$ cat src/rtl/rws_pkg.sv
// ----------------------------------------------------------------------------
// rws_pkg
// Shared types, codes and constants of the roulette-wheel selection block.
// ----------------------------------------------------------------------------
package rws_pkg;

   // Default sizes of the fitness table
   localparam int MAX_ENTRIES_DEF  = 1024;
   localparam int FITNESS_BITS_DEF = 16;

   // Field widths of the words and the register port
   localparam int OP_W       = 2;
   localparam int INDEX_W    = 10;
   localparam int FIT_W      = 16;
   localparam int SUM_W      = 32;
   localparam int GROUP_W    = 11;
   localparam int CSR_IDX_W  = 4;
   localparam int CSR_DATA_W = 16;

   // Operation codes
   localparam logic [OP_W-1:0] OP_LOAD   = 2'd0;
   localparam logic [OP_W-1:0] OP_SELECT = 2'd1;
   localparam logic [OP_W-1:0] OP_TOTAL  = 2'd2;

   // Register indexes
   localparam logic [CSR_IDX_W-1:0] CSR_GROUP_SIZE    = 4'd0;
   localparam logic [CSR_IDX_W-1:0] CSR_WORST_FITNESS = 4'd1;

   // Register reset values
   localparam logic [GROUP_W-1:0] GROUP_SIZE_RESET    = 11'd2;
   localparam logic [FIT_W-1:0]   WORST_FITNESS_RESET = 16'd0;

   // Range M = (19g [+19]) / 20, the division done as multiply by 2^20/20 rounded up
   localparam int              RANGE_X_W   = 16;
   localparam int              RANGE_P_W   = 33;
   localparam logic [15:0]     RANGE_NUM   = 16'd19;
   localparam logic [32:0]     RANGE_RECIP = 33'd52429;
   localparam int              RANGE_SHIFT = 20;

   // Saturation limit of weights and sums
   localparam logic [SUM_W-1:0] SUM_LIMIT = 32'hFFFF_FFFF;

   typedef struct packed {
      logic [OP_W-1:0]    operation;
      logic [INDEX_W-1:0] entry_index;
      logic [FIT_W-1:0]   fitness_value;
      logic [SUM_W-1:0]   random_value;
      logic               use_short_range;
   } req_type;

   typedef struct packed {
      logic [INDEX_W-1:0] selected_index;
      logic [SUM_W-1:0]   total_weight;
      logic               saturated;
   } rsp_type;

   // Controller to datapath
   typedef struct packed {
      logic accept;
      logic range_mul;
      logic range_cap;
      logic walk;
      logic publish;
   } cmd_type;

   // Datapath to controller
   typedef struct packed {
      logic walk_done;
   } status_type;

endpackage

$ cat src/rtl/rws_ctrl.sv
// ----------------------------------------------------------------------------
// rws_ctrl
// Sequencer of the block: takes a request word, steps the range calculation
// and the table walk, and hands the result word to the output register.
// ----------------------------------------------------------------------------
module rws_ctrl (
   input  logic                      clock,
   input  logic                      reset,
   input  logic                      req_valid,
   output logic                      req_ready,
   input  logic [rws_pkg::OP_W-1:0]  req_op,
   output logic                      rsp_valid,
   input  logic                      rsp_ready,
   input  rws_pkg::status_type       status,
   output rws_pkg::cmd_type          cmd
);

   typedef enum logic [2:0] {
      ST_IDLE,
      ST_RANGE_MUL,
      ST_RANGE_CAP,
      ST_WALK,
      ST_FINISH
   } state_type;

   state_type state_ff;
   state_type state_in;
   logic      rsp_valid_ff;
   logic      rsp_valid_in;
   logic      accept;
   logic      publish;

   // Handshakes
   assign req_ready = (state_ff == ST_IDLE);
   assign accept    = req_valid && req_ready;
   assign publish   = (state_ff == ST_FINISH) && (!rsp_valid_ff || rsp_ready);

   // Commands to the datapath
   always_comb begin
      cmd.accept    = accept;
      cmd.range_mul = (state_ff == ST_RANGE_MUL);
      cmd.range_cap = (state_ff == ST_RANGE_CAP);
      cmd.walk      = (state_ff == ST_WALK);
      cmd.publish   = publish;
   end

   // Next state and output valid
   always_comb begin
      state_in = state_ff;
      case (state_ff)
         ST_IDLE: begin
            if (accept) begin
               if (req_op inside {rws_pkg::OP_SELECT, rws_pkg::OP_TOTAL}) begin
                  state_in = ST_RANGE_MUL;
               end else begin
                  state_in = ST_FINISH;
               end
            end
         end
         ST_RANGE_MUL: begin
            state_in = ST_RANGE_CAP;
         end
         ST_RANGE_CAP: begin
            state_in = ST_WALK;
         end
         ST_WALK: begin
            if (status.walk_done) begin
               state_in = ST_FINISH;
            end
         end
         ST_FINISH: begin
            if (publish) begin
               state_in = ST_IDLE;
            end
         end
         default: begin
            state_in = ST_IDLE;
         end
      endcase

      if (publish) begin
         rsp_valid_in = 1'b1;
      end else if (rsp_ready) begin
         rsp_valid_in = 1'b0;
      end else begin
         rsp_valid_in = rsp_valid_ff;
      end
   end

   // Hold state and the output valid
   always_ff @(posedge clock) begin
      if (reset) begin
         state_ff     <= ST_IDLE;
         rsp_valid_ff <= 1'b0;
      end else begin
         state_ff     <= state_in;
         rsp_valid_ff <= rsp_valid_in;
      end
   end

   assign rsp_valid = rsp_valid_ff;

`ifndef NO_ASSERTIONS
   a_accept_leaves_idle: assert property (@(posedge clock) disable iff (reset)
      accept |=> (state_ff != ST_IDLE))
      else $error("accepted word did not start an operation");

   a_done_to_finish: assert property (@(posedge clock) disable iff (reset)
      ((state_ff == ST_WALK) && status.walk_done) |=> (state_ff == ST_FINISH))
      else $error("walk end not followed by result hand-off");

   a_no_overwrite: assert property (@(posedge clock) disable iff (reset)
      (rsp_valid_ff && !rsp_ready) |-> !publish)
      else $error("pending result word overwritten");
`endif

endmodule

$ cat config.mk
export PLATFORM = sky130hd
export DESIGN_NAME = rws_ctrl
export DESIGN_NICKNAME = d
export VERILOG_FILES = /design/src/rtl/rws_pkg.sv /design/src/rtl/rws_ctrl.sv
export SDC_FILE = /design/constraint.sdc
export NUM_CORES = 1
export LEC_CHECK = 0
export BUFFER_PORTS_ARGS = -buffer_cell sky130_fd_sc_hd__buf_2
export CAP_MARGIN = 20
export CORE_AREA = 2 2 39 41
export CTS_CLUSTER_SIZE = 40
export DETAILED_ROUTE_END_ITERATION = 10
export DIE_AREA = 0 0 41 43
export HOLD_SLACK_MARGIN = 0.05
export SLEW_MARGIN = 30
export SYNTH_ARGS = -nofsm -noshare
export SYNTH_HDL_FRONTEND = slang
export SYNTH_SLANG_ARGS = --single-unit
export TNS_END_PERCENT = 100
$ cat constraint.sdc
create_clock -name clock -period 1.04 [get_ports clock]
set_input_delay 0.104 -clock clock [delete_from_list [all_inputs] [get_ports clock]]
set_output_delay 0.104 -clock clock [all_outputs]
set_load 0.1 [all_outputs]
==> results of run 1 <==
cell type report:
type,instances,share of cell area (%)
Multi-Input combinational cell,23,34.4
Sequential cell,4,14.2
Inverter,2,1.19
Tap cell,16,3.16
Timing Repair Buffer,25,42.9
Clock buffer,4,4.15
placed cells by master (no fill, tap or decap):
cell,count
nand2b_4,1
nor3b_4,2
buf_12,7
inv_1,2
xor2_1,1
nor3_2,1
a21oi_1,2
or2_4,1
a31oi_1,1
and3_4,2
nand2_1,1
a221oi_2,1
nand3_1,2
o221a_1,1
nor2_1,1
clkbuf_4,3
buf_6,3
o41ai_1,1
nor2b_1,1
clkbuf_1,1
buf_4,9
nor2_4,2
dfxtp_4,2
buf_2,6
and2_4,1
dfxtp_2,2
and3b_2,1
state kept, by name (all words and copies together), names as in the netlist:
register	count
rsp_valid	1
state_ff	3
critical path, delay by kind of cell, from the launching register on:
kind	cells	cell delay, ns
simple gates	3	0.50
flops	1	0.32
buf+inv	1	0.16
where the power goes:
group          internal (mW)  total (mW)  switching (mW)
Sequential             0.187       0.221          0.0344
Clock                  0.144       0.212          0.0675
Combinational          0.431       0.970           0.539
worst max-delay path by stage:
stage / start / end / slack, ns / depth (start not counted)
2_1_floorplan: state_ff[1] / cmd[4] / -0.69 / 5
3_3_place_gp: state_ff[0] / cmd[4] / -0.05 / 4
3_5_place_dp: state_ff[0] / cmd[4] / -0.06 / 4
4_1_cts: state_ff[0] / cmd[4] / -0.29 / 4
5_1_grt: state_ff[1] / cmd[4] / -0.31 / 4
6_report: state_ff[1] / cmd[4] / -0.28 / 4
per-stage QoR:
step                      area [sq um]  cells  hold slack, ns  power [mW]
after detailed placement           542     66           0.314        1.11
final                              633     74          0.0694        1.40
after global routing               633     74          0.0676        1.46
after global placement             542     66           0.313        1.10
after CTS                          616     73          0.0590        1.39
after floorplan                    359     34           0.163       0.855
Yosys cell counts (all sizes together):
master  count
inv         2
nor3        1
dfxtp       4
and2        1
a221oi      1
o41ai       1
nand3       2
o221a       1
nor3b       2
a31oi       1
and3b       1
and3        2
or2         1
a21oi       2
buf         5
nand2b      1
nand2       1
nor2        3
xor2        1
nor2b       1
cells by family (layout without fill, tap and decap cells):
group                     after synthesis  count (layout)  synth area share [%]
DFF                                     4               4                  28.6
and+or+nand+nor                        16              16                  33.5
AOI/OAI and AO/OA                       6               6                  18.3
buffers and inverters                   7              31                  16.5
xor gates and xnor gates                1               1                  3.13
per-layer routing:
metal | GRT usage, % | vias to the layer above
met5 | 0 | -
li1 | - | 168
met4 | 4.00 | 0
met2 | 17.5 | 7
met1 | 9.94 | 156
met3 | 4.71 | 0
repair_timing:
action                     in CTS  in global routing
pin swaps                       6                  4
setup endpoints to repair       7                  8
gates resized for setup         8                  3
setup buffers                   3                  1
==> qor.txt, run 1 <==
r2r setup slk: -0.22 ns
Post-Synthesis Cells: 34
Final Cycle Share: 127%
Avg Inst Size Synth: 8.24 sq um
Final Slew Violations: 0
post-synthesis net count: 41
reg2reg start: state_ff[1]
routed wl met3: 31 um
Power Density: 2220 mW/mm^2
TritonCTS Buffers: 3
layout cells sized above 1: 75.9%
initial antenna violation count: 0
setup slack after layout: -0.280 ns
Mapped Area: 280 sq um
count of final hold-check violations: 0
clock latency on the worst-skew pair: 0.24 ns
reg-to-reg endpoint: state_ff[2]
port buffer count: 13
HP Class: in -> reg
first-pass GRT wire length: 1.21 mm
Hold Path End: rsp_valid
Finished Core Util: 45.8%
critical path endpoint category: primary output
leak pwr: 0.283 nW
clock slew at reported path FFs: 0.04 ns
top routing layer in use: met3
Die Wd: 41 um
diodes inserted: 0
CP Cell Sequence: or2_4 -> nor2_4 -> and2_4 -> buf_12
Die ar.: 0.00176 sq mm
reg2reg path depth: 5
Met1 Wirelength: 291 um
CP Class: reg -> out
f_max: 758 MHz
min Tclk post-route: 1.32 ns
largest net degree at the start of global routing: 7
post-synth top area share: 28.6%
Core Region: 0.00138 sq mm
Starting Density: 20.3%
CP Data Required Time: 0.94 ns
clk sinks: 4
drt wl/cell: 10.7 um
row count: 14
vias in the first global route: 307
WL final: 795 um
Die Y-Extent: 43 um
Worst VDD drop: 1280 uV
GPL Wtd Cong: 0.740
worst-margin pin slew: 0.260 ns
hold_sp: reset
status: finished, violations left
clock tree buffer depth: 2
Seq/Total Area, Yosys: 28.6%
post-synthesis cell type count: 22
CTS tree: built
1st-iter DRT viols: 8
vias per inst: 4.47
DRC errors left: 0
CP peak stage delay: 0.32 ns
RSZ-0062 raised after global routing: yes
Routed met2 length: 472 um
# IOs: 14
CP arrival: 1.22 ns
Slew Limit Headroom: 82.6%
top cells by area, synth: dfxtp_1 (29%), buf_4 (8.0%), a221oi_2 (5.4%)
Post-layout nets: 66
ANT nets after route: 0
CTS Hold Bufs: 0
setup TNS: -1.64 ns
fill cell count: 138
Yosys reg bits: 4
CTS root buf: clkbuf_4
most area-hungry cell type in the Yosys netlist: dfxtp_1
failing checks: setup timing
Worst path slowest cell: dfxtp_2
H-tree levels: 1
final setup violation count: 8
maxcap violations: 0
Worst setup SP type: register
hpwl dp: 554 um
overall global routing resource usage: 10.2%
Ys Warns: 0
Pre-Repair DR Iteration Count: 2
post-place setup slack: -0.0604 ns
multi-input logic area: 218 sq um
Worst Skew: 0.00645 ns
Reg area: 90.1 sq um
detailed-route via count: 331
GRT Residual Overflow: 0
Worst Hold Depth: 2
Max FO, Critical Path: 2
Synth-to-Final Area Change: 126%
Power figures use the tool's default switching activity.
==> run 2: changes to the inputs <==
--- a/config.mk
+++ b/config.mk
@@ -12,7 +12,7 @@
 export DETAILED_ROUTE_END_ITERATION = 10
 export DIE_AREA = 0 0 41 43
 export HOLD_SLACK_MARGIN = 0.05
-export SLEW_MARGIN = 30
+export RECOVER_POWER = 50
 export SYNTH_ARGS = -nofsm -noshare
 export SYNTH_HDL_FRONTEND = slang
 export SYNTH_SLANG_ARGS = --single-unit
==> run 2 against run 1 <==
Effect of this change: the run still ends with setup timing left; global-route usage did not move; combinational power shrank 1%; die area is the same; count of clock-buffer cells in the layout is the same; clock skew stayed put; final cell count is the same; sequential share of layout area rose by 0.20 points; setup slack unchanged; hold slack did not move; largest cell class unchanged; fmax unchanged; wire length grew 0.50%.
==> qor.txt, run 2 (same netlist as run 1, synthesis figures left out) <==
final setup violation count: 8
Clock Power Share: 15.2%
clock tree buffer depth: 2
GRT Residual Overflow: 0
placed cell area: 542 sq um
critical path endpoint category: primary output
maxcap violations: 0
Synth-to-Final Area Change: 123%
most frequent cells in the layout: buf_4 (9), buf_2 (6), buf_12 (6), buf_6 (4), clkbuf_4 (3)
Final Slew Violations: 0
GPL Wtd Cong: 0.740
1st-iter DRT viols: 8
row count: 14
CTS tree: built
Pre-Repair DR Iteration Count: 2
failing checks: setup timing
first-pass GRT wire length: 1.21 mm
DRC errors left: 0
vias per inst: 4.47
HP Class: in -> reg
Post-layout nets: 66
count of final hold-check violations: 0
WL final: 799 um
Met1 Wirelength: 291 um
Post-Layout Inst Area: 624 sq um
max reg flops: 3
vias in the first global route: 307
Logic pwr share: 69.0%
Worst Skew: 0.00645 ns
port buffer count: 13
most common cell after layout, fill and taps aside: buf_4
Worst VDD drop: 1280 uV
post-place setup slack: -0.0604 ns
Core Region: 0.00138 sq mm
Slew Limit Headroom: 82.6%
final hold slack: 0.0694 ns
CP arrival: 1.22 ns
min Tclk post-route: 1.32 ns
worst-margin pin slew: 0.260 ns
RSZ-0062 raised after global routing: yes
status: finished, violations left
Worst path slowest cell: dfxtp_2
Net Sw Frac: 45.9%
leak pwr: 0.281 nW
Die ar.: 0.00176 sq mm
Final Non-Filler Cells: 74
Starting Density: 20.3%
detailed-route via count: 331
Max FO, Critical Path: 2
CP peak stage delay: 0.32 ns
Worst setup SP type: register
Internal Power: 0.752 mW
Top reg by flops: state_ff
largest net degree at the start of global routing: 7
Die Wd: 41 um
Placed Cells: 66
CP Data Required Time: 0.94 ns
TritonCTS Buffers: 3
# IOs: 14
overall global routing resource usage: 10.2%
layout cells sized above 1: 75.9%
diodes inserted: 0
ANT nets after route: 0
share of power burned in registers: 15.8%
Routed met2 length: 472 um
initial antenna violation count: 0
Psw: 0.639 mW
drt wl/cell: 10.8 um
routed wl met3: 34 um
top routing layer in use: met3
clock slew at reported path FFs: 0.04 ns
hpwl dp: 554 um
f_max: 758 MHz
CP Cell Sequence: or2_4 -> nor2_4 -> and2_4 -> buf_12
Die Y-Extent: 43 um
setup slack after layout: -0.280 ns
Final Cycle Share: 127%
clock latency on the worst-skew pair: 0.24 ns
H-tree levels: 1
Power Density: 2230 mW/mm^2
clk sinks: 4
CTS root buf: clkbuf_4
CTS Hold Bufs: 0
CP Class: reg -> out
-- run 2: cell types whose count changed in the layout (fill, tap and decap cells not counted) --
cell,change
buf_12,-1
buf_6,+1
-- run 2: per-stage QoR --
step / power (mW) / TNS, ns / utilization, %
after CTS: 1.39 / -1.63 / 44.5
after detailed placement: 1.11 / -0.202 / 39.2
after global routing: 1.45 / -1.87 / 45.1
after global placement: 1.10 / -0.130 / 39.2
after floorplan: 0.855 / -2.21 / -
final: 1.39 / -1.64 / 45.1
-- run 2: power groups by stage --
stage | registers [mW] | logic, mW | clock network [mW]
finish | 0.219 | 0.960 | 0.212
global route | 0.222 | 0.994 | 0.236
CTS | 0.217 | 0.951 | 0.223
detailed placement | 0.213 | 0.892 | 0
global placement | 0.213 | 0.884 | 0
floorplan | 0.235 | 0.620 | 0
-- run 2: area by class of cell --
class	instances	area, sq um
inverter	2	7.51
timing repair buffer	25	263
sequential	4	90.1
clock buffer	4	26.3
tap	16	20.0
fill	141	759
multi-input combinational	23	218
-- run 2: final timing paths --
kind,slack [ns],endpoint,from,cells after the start
setup / recovery,-0.28,cmd[4],state_ff[1],4
hold / removal,0.07,rsp_valid,reset,2
setup reg to reg,-0.22,state_ff[2],state_ff[1],5
hold reg to reg,0.48,state_ff[0],state_ff[0],1
-- run 2: worst max-delay path, delay by kind of cell, from the launching register on --
kind                   cells  cell delay [ns]
AND/OR/NAND/NOR            3             0.50
flip-flops                 1             0.32
buffers and inverters      1             0.16
-- run 2: timing repair --
| action | CTS | global route |
|---|---|---|
| gates resized for setup | 8 | 3 |
| setup buffers | 3 | 1 |
| setup endpoints to repair | 7 | 8 |
| gates cloned | 0 | 0 |
| pin swaps | 6 | 4 |
-- run 2: routing by layer --
layer	track usage, %	vias to the layer above
li1	-	168
met1	9.94	156
met2	17.5	7
met3	4.71	0
met4	4.00	0
met5	0	-
